## config.mk

```make
export PLATFORM = sky130hd
export DESIGN_NAME = sgw_grad
export DESIGN_NICKNAME = d
export VERILOG_FILES = /design/src/sgw_pkg.sv /design/src/sgw_grad.sv
export SDC_FILE = /design/constraint.sdc
export NUM_CORES = 2
export LEC_CHECK = 0
export BUFFER_PORTS_ARGS = -buffer_cell sky130_fd_sc_hd__clkbuf_2
export CAP_MARGIN = 20
export CORE_MARGIN = 5
export CORE_UTILIZATION = 25
export CTS_CLUSTER_SIZE = 16
export DETAILED_ROUTE_END_ITERATION = 8
export SETUP_SLACK_MARGIN = 0.15
export SLEW_MARGIN = 15
export SYNTH_ARGS = -nofsm -noshare
export SYNTH_HDL_FRONTEND = slang
export SYNTH_SLANG_ARGS = --single-unit
```

## constraint.sdc

```tcl
create_clock -name clk -period 10 [get_ports clk]
set_input_delay 0.5 -clock clk [delete_from_list [all_inputs] [get_ports clk]]
set_output_delay 0.5 -clock clk [all_outputs]
set_load 0.02 [all_outputs]
```

## src/sgw_pkg.sv

```systemverilog
`timescale 1ns / 1ps

package sgw_pkg;

	localparam int MAX_WIDTH_DEF  = 1024;
	localparam int MAX_HEIGHT_DEF = 1024;

	localparam int PIX_W      = 8;
	localparam int LINES      = 4;
	localparam int WIN        = 5;
	localparam int COORD_W    = 10;
	localparam int COORD_MAX  = 1023;
	localparam int OUT_DATA_W = 40;

	// config port
	localparam int CFG_IDX_W  = 1;
	localparam int CFG_DATA_W = 11;
	localparam logic [CFG_IDX_W-1:0] REG_KERNEL_MODE = 1'd0;
	localparam logic [CFG_IDX_W-1:0] REG_IMAGE_WIDTH = 1'd1;
	localparam logic MODE_RST  = 1'b0;
	localparam int   IMG_W_RST = 300;
	localparam int   MIN_WIDTH = 5;

	// window geometry per kernel size
	localparam int K3_LAST = 2;
	localparam int K5_LAST = 4;
	localparam int K3_HALF = 1;
	localparam int K5_HALF = 2;

	// arithmetic
	localparam int SUM_W    = 14;
	localparam int MAG_W    = 13;
	localparam int RECIP_W  = 14;
	localparam int PROD_W   = MAG_W + RECIP_W;
	localparam int RECIP_SH = 19;
	localparam logic [RECIP_W-1:0] RECIP_56 = 14'd9363;
	localparam int DIV8_SH  = 3;
	localparam logic [PIX_W-1:0] OFFSET = 8'h80;

	typedef logic [PIX_W-1:0] pix_t;
	typedef pix_t [WIN-1:0] colv_t;
	typedef colv_t [WIN-1:0] win_t;
	typedef logic [LINES*PIX_W-1:0] line_word_t;
	typedef logic signed [SUM_W-1:0] sum_t;
	typedef logic signed [3:0] coef_t;

	typedef struct packed {
		logic                mode;
		logic [COORD_W-1:0]  row;
		logic [COORD_W-1:0]  col;
	} meta_t;

	typedef struct packed {
		logic s3;
		logic s4;
		logic s5;
		logic s6;
	} grad_en_t;

	// 5x5 pair, row 0 is the oldest line, column 0 the oldest pixel
	localparam coef_t K5Y [WIN][WIN] = '{
		'{-4'sd2, -4'sd3, -4'sd4, -4'sd3, -4'sd2},
		'{-4'sd1, -4'sd2, -4'sd3, -4'sd2, -4'sd1},
		'{ 4'sd0,  4'sd0,  4'sd0,  4'sd0,  4'sd0},
		'{ 4'sd1,  4'sd2,  4'sd3,  4'sd2,  4'sd1},
		'{ 4'sd2,  4'sd3,  4'sd4,  4'sd3,  4'sd2}
	};
	localparam coef_t K5X [WIN][WIN] = '{
		'{-4'sd2, -4'sd1,  4'sd0,  4'sd1,  4'sd2},
		'{-4'sd3, -4'sd2,  4'sd0,  4'sd2,  4'sd3},
		'{-4'sd4, -4'sd3,  4'sd0,  4'sd3,  4'sd4},
		'{-4'sd3, -4'sd2,  4'sd0,  4'sd2,  4'sd3},
		'{-4'sd2, -4'sd1,  4'sd0,  4'sd1,  4'sd2}
	};
	// 3x3 pair sits in the newest three rows and columns of the window
	localparam coef_t K3X [WIN][WIN] = '{
		'{ 4'sd0,  4'sd0,  4'sd0,  4'sd0,  4'sd0},
		'{ 4'sd0,  4'sd0,  4'sd0,  4'sd0,  4'sd0},
		'{ 4'sd0,  4'sd0, -4'sd1,  4'sd0,  4'sd1},
		'{ 4'sd0,  4'sd0, -4'sd2,  4'sd0,  4'sd2},
		'{ 4'sd0,  4'sd0, -4'sd1,  4'sd0,  4'sd1}
	};
	localparam coef_t K3Y [WIN][WIN] = '{
		'{ 4'sd0,  4'sd0,  4'sd0,  4'sd0,  4'sd0},
		'{ 4'sd0,  4'sd0,  4'sd0,  4'sd0,  4'sd0},
		'{ 4'sd0,  4'sd0, -4'sd1, -4'sd2, -4'sd1},
		'{ 4'sd0,  4'sd0,  4'sd0,  4'sd0,  4'sd0},
		'{ 4'sd0,  4'sd0,  4'sd1,  4'sd2,  4'sd1}
	};

endpackage

```

## src/sgw_grad.sv

```systemverilog
`timescale 1ns / 1ps

module sgw_grad (
	input  logic                   clk,
	input  sgw_pkg::grad_en_t      en,
	input  sgw_pkg::win_t          win,
	input  sgw_pkg::meta_t         meta_in,
	output logic [sgw_pkg::PIX_W-1:0] grad_first,
	output logic [sgw_pkg::PIX_W-1:0] grad_second,
	output sgw_pkg::meta_t         meta_out
);
	import sgw_pkg::*;

	sum_t part [2][WIN];
	sum_t part_s3 [2][WIN];
	sum_t tot [2];
	sum_t tot_s4 [2];
	logic [MAG_W-1:0]  mag [2];
	logic [MAG_W-1:0]  mag_s5 [2];
	logic [PROD_W-1:0] prod_s5 [2];
	logic              neg_s5 [2];
	logic [PIX_W-1:0]  quo [2];
	logic [PIX_W-1:0]  res [2];
	logic [PIX_W-1:0]  res_s6 [2];
	meta_t meta_s3, meta_s4, meta_s5, meta_s6;

	// row partial sums of both kernels
	// 3x3 mode only looks at the newest three rows and columns
	always_comb begin
		for (int r = 0; r < WIN; r++) begin
			part[0][r] = '0;
			part[1][r] = '0;
			for (int c = 0; c < WIN; c++) begin
				if (meta_in.mode || (r >= WIN - 1 - K3_LAST && c >= WIN - 1 - K3_LAST)) begin
					part[0][r] = part[0][r]
						+ sum_t'(meta_in.mode ? K5Y[r][c] : K3X[r][c])
						* sum_t'({1'b0, win[r][c]});
					part[1][r] = part[1][r]
						+ sum_t'(meta_in.mode ? K5X[r][c] : K3Y[r][c])
						* sum_t'({1'b0, win[r][c]});
				end
			end
		end
	end

	always_comb begin
		for (int g = 0; g < 2; g++) begin
			tot[g] = '0;
			for (int r = 0; r < WIN; r++) begin
				tot[g] = tot[g] + part_s3[g][r];
			end
			mag[g] = MAG_W'(tot_s4[g][SUM_W-1] ? -tot_s4[g] : tot_s4[g]);
		end
	end

	// divide magnitude so the quotient truncates toward zero, restore sign, add 128
	always_comb begin
		for (int g = 0; g < 2; g++) begin
			quo[g] = meta_s5.mode ? prod_s5[g][RECIP_SH +: PIX_W] : mag_s5[g][DIV8_SH +: PIX_W];
			res[g] = (neg_s5[g] ? -quo[g] : quo[g]) ^ OFFSET;
		end
	end

	always_ff @(posedge clk) begin
		if (en.s3) begin
			part_s3 <= part;
			meta_s3 <= meta_in;
		end
		if (en.s4) begin
			tot_s4  <= tot;
			meta_s4 <= meta_s3;
		end
		if (en.s5) begin
			for (int g = 0; g < 2; g++) begin
				mag_s5[g]  <= mag[g];
				prod_s5[g] <= PROD_W'(mag[g]) * PROD_W'(RECIP_56);
				neg_s5[g]  <= tot_s4[g][SUM_W-1];
			end
			meta_s5 <= meta_s4;
		end
		if (en.s6) begin
			res_s6  <= res;
			meta_s6 <= meta_s5;
		end
	end

	assign grad_first  = res_s6[0];
	assign grad_second = res_s6[1];
	assign meta_out    = meta_s6;

endmodule

```

==> impl_results.md <==
* Synthesis Warnings at 0
* DRC Markers at 0
* Drt total wl at about 140000 microns
* R2R setup slack at about 3.6 ns
* Max_slew headroom at between 20% and 30%
* First-pass GRT wire length at ~220000 microns
* CP max stage delay at 0.63 ns
* Synth unique cells at 75
* Clock edge transition at the registers on the reported setup and hold paths at 0.07 ns
* # IOs at roughly 260
* Commonest non-fill, non-tap cells in the layout: inv_1 (1214), ha_1 (1005), fa_1 (765)
* Cell taking the most area after synthesis: fa_1
* Avg Synthesized Cell Area at 10.1 sq um
* Vias in the first global route at just under 40000
* FF-to-FF path depth at 24
* RR Endpoint: prod_s5[0][26]
* Final Skew at approximately 0.021 ns
* Setup CP Type: in -> reg
* Final setup viols at 0
* Hold crit path type: in -> reg
* Die width at 479 microns
* Core area at around 0.22 sq mm
* Max-Cap Viols at 0
* Synth Register Bits at 301
* Routability Congestion at 0.907
* Layout cell share with drive strength beyond 1 at under 10%
* Initial antenna violation count at 19
* Hold worst-path end: meta_s3[8]
* EDFF count, synth at approximately 300
* Async SR Flop Fraction at 0%
* I/O Buffers at about 260
* Max Transition Viols Final at 0
* Crit. End Element: flip-flop
* Clk root buf: clkbuf_16
* Worst EP required at roughly 10 ns
* Critical Path AT at 9.76 ns
* Most common cell after layout, fill and taps aside: inv_1
* CTS Sinks at between 300 and 400
* Sequential fraction of the synthesis area at 16.4%
* Global Route Usage Sum at a little under an eighth
* H-tree Lvls at 2
* Synth Instances at 5476
* Detail Route Antenna Nets at 0
* Final Hold Viols at 0
* Detailed placement HPWL at 120000 microns
* Crit path max fanout at 5
* Inserted Clock Buffers at 37
* CTS Buffer Depth at 3
* Top cells by area, synth: fa_1 (28%), ha_1 (23%), edfxtp_1 (16%)
* Synthesis-to-finish area growth at 12.3%
* Die height at ~480 microns
* WL per Instance at 15.7 microns
* Fmax at 0.106 GHz
* Via Count at 37000
* Mapped cell area at approximately 0.055 sq mm
* R2R Path Start: tot_s4[14]
* Drt initial violations at between 1000 and 1500
* FF/Latch Area at around 0.0090 sq mm
* Via density at roughly 4.3
* RSZ-0062 raised after global routing: yes
* GR Overflow Total at 0
* Largest net degree at the start of global routing at between 80 and 90
* Clk Latency, worst-skew pair at between 0.5 and 0.6 ns
* CTS tree: built
* Initial Util at 25.1%
* Min-delay src: meta_in[8]
* Outcome: completed
* Total negative slack at 0 ns
* Post-CTS Hold Buffers at 0
* Rows at approximately 170
* DR pass1 iterations at 7
* Nature of the critical path startpoint: input port
* Critical path's slowest cell: fa_2
* Area taken by multi-input logic gates at roughly 0.042 sq mm
* WHS Path Cells at 1
* Filler Cell Count at 22900
* Die area at approximately 0.23 sq mm
* Least-Margin Pin Slew at 1.10 ns
* Main synth FF type: edfxtp_1
* # nets final at just under 8000
* Period utilisation layout at about 95%
* Final worst path period need at around 9.5 ns
* Post-synth top area share at 28.1%
## per-layer routing
metal | global-route usage (%) | up-vias | routed length, microns
met5 | 0 | - | 13
met4 | 2.77 | 2 | 3860
met3 | 1.02 | 132 | 3970
met2 | 20.5 | 487 | 65400
met1 | 15.7 | 18100 | 62800
li1 | - | 18300 | -
## cells in the mapped netlist (5+ instances only)
cell type and instances:
a211o_1 5, a211oi_1 20, a21boi_0 14, a21o_1 102
a21oi_1 202, a31oi_1 18, and2_1 188, and3_1 18
buf_1 6, clkbuf_1 64, edfxtp_1 301, fa_1 773
ha_1 1019, inv_1 1215, mux2_2 5, mux2i_1 26
nand2_1 199, nand2b_1 43, nand3_1 49, nand3b_1 6
nand4_1 8, nor2_1 305, nor2b_1 83, nor3_1 89
nor3b_1 15, o2111ai_1 12, o211ai_1 6, o21a_1 29
o21ai_0 114, o21ai_1 15, o21bai_1 32, o31ai_1 21
o41a_1 8, o41ai_1 15, or2_2 14, or3_1 20
xnor2_1 248, xor2_1 109
## metrics by stage
stage          instances  instance area, sq um  utilization (%)  setup WS, ns  hold WS [ns]
2_1_floorplan       5478                 55200                -         0.180         0.400
4_1_cts             8667                 61500             28.0         0.396        0.0966
3_5_place_dp        8600                 60300             27.5        -0.196         0.405
6_report            8681                 61900             28.2         0.547         0.138
5_1_grt             8676                 61800             28.2        0.0841         0.107
3_3_place_gp        8600                 60300             27.5       -0.0764         0.400
## registers in the layout, summed over array words and instances (netlist names)
signal,cells
neg_s5,2
grad_first,8
meta_out,21
part_s3,139
meta_s5,21
meta_s4,21
grad_second,8
mag_s5,16
prod_s5,16
meta_s3,21
tot_s4,28
## cell families after synthesis
family,after synthesis,share of synthesized area [%]
compound gates,650,7.68
xor+xnor,362,5.86
fa+ha+maj,1792,51.3
buf+inv,1287,8.78
flops,301,16.4
mux,31,0.575
other cells,2,0.0136
simple gates,1051,9.43
## critical path: cells and delay by family
kind | cells | cell delay (ns)
fa+ha+maj | 14 | 5.49
xor+xnor | 4 | 0.81
buf+inv | 5 | 0.38
simple gates | 12 | 1.37
compound gates | 9 | 1.17
## cell type report
type / count / share of cell area, %
well taps: 2871 / 5.81
repair buffers: 328 / 3.06
clock buffers: 44 / 1.54
flip-flops and latches: 301 / 14.6
multi-input cells: 3890 / 67.1
clock inverters: 23 / 0.427
diodes: 8 / 0.0324
inverters: 1216 / 7.39
## repair_timing
action | in CTS | in global routing
resized for setup | 0 | 48
setup buffers | 0 | 4
setup endpoints to repair | 0 | 4
## how the worst max path moves through the flow
stage / end / slack [ns] / cells past startpoint / startpoint
finish: part_s3[139] / 0.55 / 44 / meta_in[20]
floorplan: part_s3[125] / 0.18 / 45 / meta_in[20]
global placement: part_s3[125] / -0.08 / 46 / meta_in[20]
detailed placement: part_s3[125] / -0.20 / 42 / meta_in[20]
CTS: part_s3[125] / 0.40 / 42 / meta_in[20]
global route: part_s3[125] / 0.08 / 42 / meta_in[20]
Power is not shown: default switching activity piles up to over one toggle a cycle in this logic, so the estimate is an artifact.
