File: config.mk
export PLATFORM = sky130hd
export DESIGN_NAME = sgw_window
export DESIGN_NICKNAME = d
export VERILOG_FILES = /design/src/sgw_pkg.sv /design/src/sgw_window.sv
export SDC_FILE = /design/constraint.sdc
export NUM_CORES = 1
export LEC_CHECK = 0
export BUFFER_PORTS_ARGS = -buffer_cell sky130_fd_sc_hd__buf_2
export CORE_ASPECT_RATIO = 1.2
export CORE_MARGIN = 10
export CORE_UTILIZATION = 49
export DETAILED_ROUTE_END_ITERATION = 16
export PLACE_DENSITY = 0.87
export SYNTH_ARGS = -nofsm -noshare
export SYNTH_HDL_FRONTEND = slang
export SYNTH_SLANG_ARGS = --single-unit
File: constraint.sdc
create_clock -name clk -period 1.6 [get_ports clk]
set_clock_uncertainty 0.2 [all_clocks]
set_input_delay 0.08 -clock clk [delete_from_list [all_inputs] [get_ports clk]]
set_output_delay 0.08 -clock clk [all_outputs]
set_load 0.01 [all_outputs]
File: src/sgw_pkg.sv
`timescale 1ns / 1ps

package sgw_pkg;

	localparam int MAX_WIDTH_DEF  = 1024;
	localparam int MAX_HEIGHT_DEF = 1024;

	localparam int PIX_W      = 8;
	localparam int LINES      = 4;
	localparam int WIN        = 5;
	localparam int COORD_W    = 10;
	localparam int COORD_MAX  = 1023;
	localparam int OUT_DATA_W = 40;

	// config port
	localparam int CFG_IDX_W  = 1;
	localparam int CFG_DATA_W = 11;
	localparam logic [CFG_IDX_W-1:0] REG_KERNEL_MODE = 1'd0;
	localparam logic [CFG_IDX_W-1:0] REG_IMAGE_WIDTH = 1'd1;
	localparam logic MODE_RST  = 1'b0;
	localparam int   IMG_W_RST = 300;
	localparam int   MIN_WIDTH = 5;

	// window geometry per kernel size
	localparam int K3_LAST = 2;
	localparam int K5_LAST = 4;
	localparam int K3_HALF = 1;
	localparam int K5_HALF = 2;

	// arithmetic
	localparam int SUM_W    = 14;
	localparam int MAG_W    = 13;
	localparam int RECIP_W  = 14;
	localparam int PROD_W   = MAG_W + RECIP_W;
	localparam int RECIP_SH = 19;
	localparam logic [RECIP_W-1:0] RECIP_56 = 14'd9363;
	localparam int DIV8_SH  = 3;
	localparam logic [PIX_W-1:0] OFFSET = 8'h80;

	typedef logic [PIX_W-1:0] pix_t;
	typedef pix_t [WIN-1:0] colv_t;
	typedef colv_t [WIN-1:0] win_t;
	typedef logic [LINES*PIX_W-1:0] line_word_t;
	typedef logic signed [SUM_W-1:0] sum_t;
	typedef logic signed [3:0] coef_t;

	typedef struct packed {
		logic                mode;
		logic [COORD_W-1:0]  row;
		logic [COORD_W-1:0]  col;
	} meta_t;

	typedef struct packed {
		logic s3;
		logic s4;
		logic s5;
		logic s6;
	} grad_en_t;

	// 5x5 pair, row 0 is the oldest line, column 0 the oldest pixel
	localparam coef_t K5Y [WIN][WIN] = '{
		'{-4'sd2, -4'sd3, -4'sd4, -4'sd3, -4'sd2},
		'{-4'sd1, -4'sd2, -4'sd3, -4'sd2, -4'sd1},
		'{ 4'sd0,  4'sd0,  4'sd0,  4'sd0,  4'sd0},
		'{ 4'sd1,  4'sd2,  4'sd3,  4'sd2,  4'sd1},
		'{ 4'sd2,  4'sd3,  4'sd4,  4'sd3,  4'sd2}
	};
	localparam coef_t K5X [WIN][WIN] = '{
		'{-4'sd2, -4'sd1,  4'sd0,  4'sd1,  4'sd2},
		'{-4'sd3, -4'sd2,  4'sd0,  4'sd2,  4'sd3},
		'{-4'sd4, -4'sd3,  4'sd0,  4'sd3,  4'sd4},
		'{-4'sd3, -4'sd2,  4'sd0,  4'sd2,  4'sd3},
		'{-4'sd2, -4'sd1,  4'sd0,  4'sd1,  4'sd2}
	};
	// 3x3 pair sits in the newest three rows and columns of the window
	localparam coef_t K3X [WIN][WIN] = '{
		'{ 4'sd0,  4'sd0,  4'sd0,  4'sd0,  4'sd0},
		'{ 4'sd0,  4'sd0,  4'sd0,  4'sd0,  4'sd0},
		'{ 4'sd0,  4'sd0, -4'sd1,  4'sd0,  4'sd1},
		'{ 4'sd0,  4'sd0, -4'sd2,  4'sd0,  4'sd2},
		'{ 4'sd0,  4'sd0, -4'sd1,  4'sd0,  4'sd1}
	};
	localparam coef_t K3Y [WIN][WIN] = '{
		'{ 4'sd0,  4'sd0,  4'sd0,  4'sd0,  4'sd0},
		'{ 4'sd0,  4'sd0,  4'sd0,  4'sd0,  4'sd0},
		'{ 4'sd0,  4'sd0, -4'sd1, -4'sd2, -4'sd1},
		'{ 4'sd0,  4'sd0,  4'sd0,  4'sd0,  4'sd0},
		'{ 4'sd0,  4'sd0,  4'sd1,  4'sd2,  4'sd1}
	};

endpackage

File: src/sgw_window.sv
`timescale 1ns / 1ps

module sgw_window (
	input  logic           clk,
	input  logic           shift_en,
	input  sgw_pkg::colv_t colv,
	output sgw_pkg::win_t  win
);
	import sgw_pkg::*;

	win_t win_q;

	always_ff @(posedge clk) begin
		if (shift_en) begin
			for (int r = 0; r < WIN; r++) begin
				for (int k = 0; k < WIN - 1; k++) begin
					win_q[r][k] <= win_q[r][k+1];
				end
				win_q[r][WIN-1] <= colv[r];
			end
		end
	end

	assign win = win_q;

endmodule

==> parameters.txt, run 1 <==
Parameter                              Value

Synth
  Post-Synth Simple-Gate Area    0
  Warnings, synthesis    0
  Multiplexer share of the synthesized area    0
  Count of distinct cell types in the synthesized netlist    1
  Cell area after technology mapping    around 6000 µm²
  Post-Synth XOR/XNOR Area    0
  Share of synthesized area occupied by flip-flops and latches    1.00
  Area fraction in compound gates after synthesis    0
  Syn Inst Count    200
  Count of state elements after synthesis    200
  Adder-cell share of the synthesized area    0
  Syn nets    approximately 240
  Avg Synthesized Cell Area    around 30 µm²

Final layout
  Final non-filler cell total    between 600 and 700
  Final design area excluding fillers    roughly 8500 µm²
  Layout fillers    approximately 740
  Multi-input combinational cell count    0
  Flip-flop count of the largest register, all copies and words added    200
  Antenna diode count    0
  Combined flip-flop and latch cell area    roughly 6000 µm²
  Utilization after layout    0.709
  Total number of nets in the final design    ~550
  Layout overhead on the synthesized area    42.3%
  Proportion of layout cells with a drive suffix above 1    0.532
  Area taken by multi-input logic gates    0 µm²

GRT
  Largest net degree at the start of global routing    44
  Vias in the first global route    roughly 3400
  Overflow left after global routing    0
  Initial antenna violation count    0
  First-pass GRT wire length    roughly 22 mm
  Total routing usage reported by global routing    0.172

Power
  Largest vdd supply drop    ~1100 µV
  Total leakage power    roughly 3.4 nW
  Power Density    1340 nW/µm²

Routing
  Antenna-violating nets left    0
  First-pass detailed-route iteration total    4
  Vias per inst    roughly 4.6
  Routed Wire Length    approximately 15 mm
  Final routed wire length divided by cell count    between 20 and 25 µm
  DRC Markers    0
  Vias    3146
  Violation count after the first detailed-route iteration    between 200 and 250

Worst setup path
  Kind of cell adding the most delay to the critical path    buffers and inverters
  Data required time at the worst endpoint    1500 ps
  Arrival time of the worst setup path    approximately 1200 ps
  Setup crit end kind    register
  Buf+Inv Stages, Crit Path    3
  Crit start category    primary input
  Kind of critical path    primary input to register
  Largest stage delay on the critical path    around 550 ps
  Highest net fanout along the worst path    43
  CP max stage cell    sky130_fd_sc_hd__dlygate4sd3_1
  Critical Path, Cell by Cell    dlygate4sd3_1 > buf_6 > buf_12

Clocking
  Max Root-Sink Buffers    2
  CTS tree    done
  # Post-CTS Setup Buffers    0
  CTS sink cnt    200
  CTS clock-pin slew for the worst setup and hold paths    roughly 70 ps
  Clock latency on the worst-skew pair    410 ps
  CTS root buffer    sky130_fd_sc_hd__clkbuf_16
  Maximum level of the CTS H-tree    4
  Clock buffer count from CTS    17

Timing
  Crit path time final    about 1300 ps
  Relative slew slack    0.789
  Final hold viol count    0
  Final worst path period share    0.842
  Count of pins over their slew limit    0
  Maximum clock frequency    742 MHz
  Setup repair after global routing missed its margin    false
  Transition at the pin with the smallest max-transition slack    between 300 and 400 ps
  Final TNS setup    0 ps
  Final setup violation count    0

Hold path
  Worst hold-check path type    primary input to register

Floorplanning
  Number of top-level pins    242
  Horizontal extent of the die    roughly 120 µm
  Initial core utilization    0.498
  Vertical extent of the die    141 µm
  Standard cell core area    ~12000 µm²
  Die Footprint    17100 µm²
  Row count    44

Placed design
  Placed cells    slightly above 600
  Number of buffers inserted by port buffering    241
  Post-DP HPWL    between 10 and 15 mm
  Placer Congestion    about 0.8
  Cell Area, Placed    between 7000 and 8000 µm²

Flow run
  Number of maximum-capacitance violations    0

Status
  Result of the run    finished, final reports clean
final cells by class:
class                   count  area share
flip-flops and latches    200       0.703
well taps                 161      0.0236
clock buffers              18      0.0502
clock inverters            13      0.0205
repair buffers            290       0.203
what timing repair did:
item,4_1_cts,5_1_grt
endpoints found under the setup margin,0,0
hold buffers,41,0
resized for setup,0,0
hold endpoints to repair,61,0
cells in the mapped netlist (all sizes together):
library cell / instances / area, µm²
edfxtp: 200 / 6010
routing by layer:
metal	vias up	share of wire	global-route usage
met4	0	0.037	0.0954
met5	-	0	0
met2	123	0.57	0.316
met1	1555	0.33	0.165
met3	29	0.062	0.0548
li1	1439	-	-
kinds of logic after synthesis:
group	after synthesis
flops	200
final timing paths:
path | slack (ps) | endpoint | cells after the start | start
setup / recovery | 250 | win[55]$_DFFE_PP_ | 3 | shift_en
hold / removal | 170 | win[152]$_DFFE_PP_ | 2 | colv[24]
setup reg to reg | 700 | win[132]$_DFFE_PP_ | 0 | win[140]$_DFFE_PP_
hold reg to reg | 240 | win[181]$_DFFE_PP_ | 0 | win[189]$_DFFE_PP_
cell usage in the layout, fill, tap and decap left out:
cell and count:
sky130_fd_sc_hd__buf_12 4, sky130_fd_sc_hd__buf_2 240, sky130_fd_sc_hd__buf_4 4, sky130_fd_sc_hd__buf_6 1, sky130_fd_sc_hd__bufinv_16 4, sky130_fd_sc_hd__clkbuf_1 1
sky130_fd_sc_hd__clkbuf_16 17, sky130_fd_sc_hd__clkinv_1 2, sky130_fd_sc_hd__clkinv_2 3, sky130_fd_sc_hd__clkinvlp_4 2, sky130_fd_sc_hd__dlygate4sd3_1 41, sky130_fd_sc_hd__edfxtp_1 200
sky130_fd_sc_hd__inv_6 2
stage by stage:
stage	worst slack (ps)	hold WS (ps)	power, mW
5_1_grt	210	176	11.8
3_3_place_gp	437	56.3	7.12
4_1_cts	280	148	11.6
2_1_floorplan	708	-21.1	6.58
3_5_place_dp	419	58.1	7.17
6_report	252	169	11.5
power breakdown:
| part | total [mW] | leakage (nW) | internal, mW | switching (mW) |
|---|---|---|---|---|
| Combinational | 0.802 | 1.18 | 0.332 | 0.470 |
| Sequential | 6.33 | 1.96 | 6.17 | 0.162 |
| Clock | 4.33 | 0.291 | 2.60 | 1.73 |
Note: power is estimated with default switching activity, not from simulation.
==> run 2, diff against run 1 <==
- CORE_UTILIZATION: 49 -> 47
- PLACE_DENSITY: 0.87 -> 0.84
- clock period: 1.6 -> 1.3 ns (I/O delays scaled with it)
==> parameters.txt, run 2 (same netlist as run 1, synthesis figures left out) <==
Parameter                              Value

GRT
  Initial antenna violation count    0 (unchanged)
  Largest net degree at the start of global routing    70 (was 44)
  Total routing usage reported by global routing    0.158 (was 0.172)
  Overflow left after global routing    0 (unchanged)
  First-pass GRT wire length    20.3 mm (was 21.5 mm)
  Vias in the first global route    3341 (was 3374)

Timing
  Final worst path period share    1.00
  Relative slew slack    0.765 (was 0.789)
  Count of pins over their slew limit    0 (unchanged)
  Crit path time final    between 1000 and 1500 ps
  Setup repair after global routing missed its margin    true (was false)
  Final setup violation count    1 (was 0)
  Final hold viol count    0 (unchanged)
  Transition at the pin with the smallest max-transition slack    353 ps (was 316 ps)
  Final TNS setup    -3.15 ps (was 0 ps)
  Final Worst Setup Slack    -3.15 ps (was 252 ps)
  Maximum clock frequency    about 770 MHz

Final layout
  Area taken by multi-input logic gates    0 µm² (unchanged)
  Commonest non-fill, non-tap cell in the layout    sky130_fd_sc_hd__buf_2 (unchanged)
  Layout overhead on the synthesized area    45.2% (was 42.3%)
  Multi-input combinational cell count    0 (unchanged)
  Flip-flop count of the largest register, all copies and words added    200 (unchanged)
  Total number of nets in the final design    572 (was 551)
  Final non-filler cell total    707 (was 682)
  Most frequent cells in the layout    sky130_fd_sc_hd__buf_2 (226), sky130_fd_sc_hd__edfxtp_1 (200), sky130_fd_sc_hd__dlygate4sd3_1 (41) (was sky130_fd_sc_hd__buf_2 (240), sky130_fd_sc_hd__edfxtp_1 (200), sky130_fd_sc_hd__dlygate4sd3_1 (41))
  Layout fillers    816 (was 739)
  Proportion of layout cells with a drive suffix above 1    0.552 (was 0.532)
  Antenna diode count    0 (unchanged)
  Utilization after layout    0.692 (was 0.709)

Routing
  Vias    3215 (was 3146)
  Routed Wire Length    14.8 mm (was 14.9 mm)
  Vias per inst    4.55 (was 4.61)
  Antenna-violating nets left    0 (unchanged)
  Final routed wire length divided by cell count    20.9 µm (was 21.8 µm)
  First-pass detailed-route iteration total    4 (unchanged)
  Violation count after the first detailed-route iteration    231 (was 212)
  DRC Markers    0 (unchanged)

Status
  Violated checks    setup timing
  Result of the run    finished with violations (was finished, final reports clean)

Worst setup path
  Data required time at the worst endpoint    1030 ps (was 1500 ps)
  Highest net fanout along the worst path    2 (was 43)
  Setup crit end kind    output port (was register)
  Largest stage delay on the critical path    460 ps (was 550 ps)
  Arrival time of the worst setup path    1040 ps (was 1240 ps)
  Buf+Inv Stages, Crit Path    1 (was 3)
  CP max stage cell    sky130_fd_sc_hd__edfxtp_1 (was sky130_fd_sc_hd__dlygate4sd3_1)
  FF-to-FF setup slack    110 ps (was 700 ps)
  Crit start category    register (was primary input)
  Kind of cell adding the most delay to the critical path    flip-flops (was buffers and inverters)
  Kind of critical path    register to output port (was primary input to register)
  Launch point of the worst reg-to-reg path    win[137]$_DFFE_PP_ (was win[140]$_DFFE_PP_)
  Critical Path, Cell by Cell    buf_6 (was dlygate4sd3_1 > buf_6 > buf_12)
  R2r worst-path depth    2 (was 0)
  Reg2Reg Capture Point    win[129]$_DFFE_PP_ (was win[132]$_DFFE_PP_)

Clocking
  Max Root-Sink Buffers    2 (unchanged)
  CTS clock-pin slew for the worst setup and hold paths    80 ps (was 70 ps)
  CTS tree    done (unchanged)
  CTS sink cnt    200 (unchanged)
  Maximum level of the CTS H-tree    4 (unchanged)
  Clock latency on the worst-skew pair    420 ps (was 410 ps)
  Clock buffer count from CTS    17 (unchanged)
  CTS root buffer    sky130_fd_sc_hd__clkbuf_16 (unchanged)

Hold path
  Hold path endpoint    win[35]$_DFFE_PP_ (was win[152]$_DFFE_PP_)
  Cell depth of the worst min-delay path    2 (unchanged)
  Hold path start    colv[3] (was colv[24])
  Worst hold-check path type    primary input to register (unchanged)

Placed design
  Placed cells    609 (was 610)
  Placer Congestion    0.754 (was 0.784)
  Number of buffers inserted by port buffering    241 (unchanged)
  Post-DP HPWL    10.6 mm (was 10.9 mm)

Floorplanning
  Number of top-level pins    242 (unchanged)
  Standard cell core area    12600 µm² (was 12100 µm²)
  Initial core utilization    0.476 (was 0.498)
  Die Footprint    17700 µm² (was 17100 µm²)
  Horizontal extent of the die    123 µm (was 121 µm)
  Vertical extent of the die    144 µm (was 141 µm)
  Row count    45 (was 44)

Flow run
  Number of maximum-capacitance violations    0 (unchanged)

Power
  Largest vdd supply drop    777 µV (was 1090 µV)
  Power Density    1570 nW/µm² (was 1340 nW/µm²)
  Total leakage power    3.52 nW (was 3.43 nW)
run 2: changes by cell type in the layout (fill, tap and decap cells not counted), moves of 3 or more:
cell,previous run,this run
sky130_fd_sc_hd__buf_4,4,26
sky130_fd_sc_hd__buf_2,240,226
sky130_fd_sc_hd__buf_6,1,14
sky130_fd_sc_hd__inv_6,2,5
sky130_fd_sc_hd__bufinv_16,4,0
run 2: timing repair:
action | in CTS | in global routing
hold buffers | 41 | 0
endpoints found under the hold margin | 153 | 0
buffers inserted | 4 | 21
gates cloned | 0 | 0
endpoints found under the setup margin | 9 | 37
resized for setup | 2 | 16
run 2: worst max path at each step:
stage                     depth (start not counted)                  to          startpoint  slack [ps]
final                                             1            win[137]  win[137]$_DFFE_PP_          -3
after global routing                              1            win[137]  win[137]$_DFFE_PP_         -40
after CTS                                         1             win[96]   win[96]$_DFFE_PP_          -7
after detailed placement                          2  win[107]$_DFFE_PP_            shift_en         200
after global placement                            2  win[141]$_DFFE_PP_            shift_en         220
after floorplan                                   0    win[0]$_DFFE_PP_    win[8]$_DFFE_PP_         410
run 2: area by class of cell:
class	instances	area (µm²)	share of cell area
sequential	200	6010	0.689
timing repair buffer	311	1970	0.226
clock buffer	17	425	0.0488
tap	164	205	0.0235
clock inverter	15	118	0.0135
run 2: per-stage QoR:
step	power [mW]	area (µm²)	hold slack [ps]	setup slack (ps)
3_5_place_dp	8.81	7490	43.1	204
3_3_place_gp	8.76	7490	41.1	222
4_1_cts	13.7	8490	131	-7.04
6_report	13.7	8720	143	-3.15
5_1_grt	14.1	8720	132	-38.3
2_1_floorplan	8.10	6010	-36.1	408
run 2: power by group:
part | switching [mW] | internal, mW | total, mW
Clock | 2.30 | 2.49 | 4.79
Sequential | 0.201 | 7.59 | 7.79
Combinational | 0.584 | 0.483 | 1.07
Total | 3.09 | 10.6 | 13.7
run 2: routing by layer:
layer | up-vias | part of all wire | global-route usage
li1 | 1483 | - | -
met1 | 1547 | 0.32 | 0.153
met2 | 145 | 0.56 | 0.280
met3 | 40 | 0.081 | 0.0616
met4 | 0 | 0.041 | 0.0872
met5 | - | 0 | 0
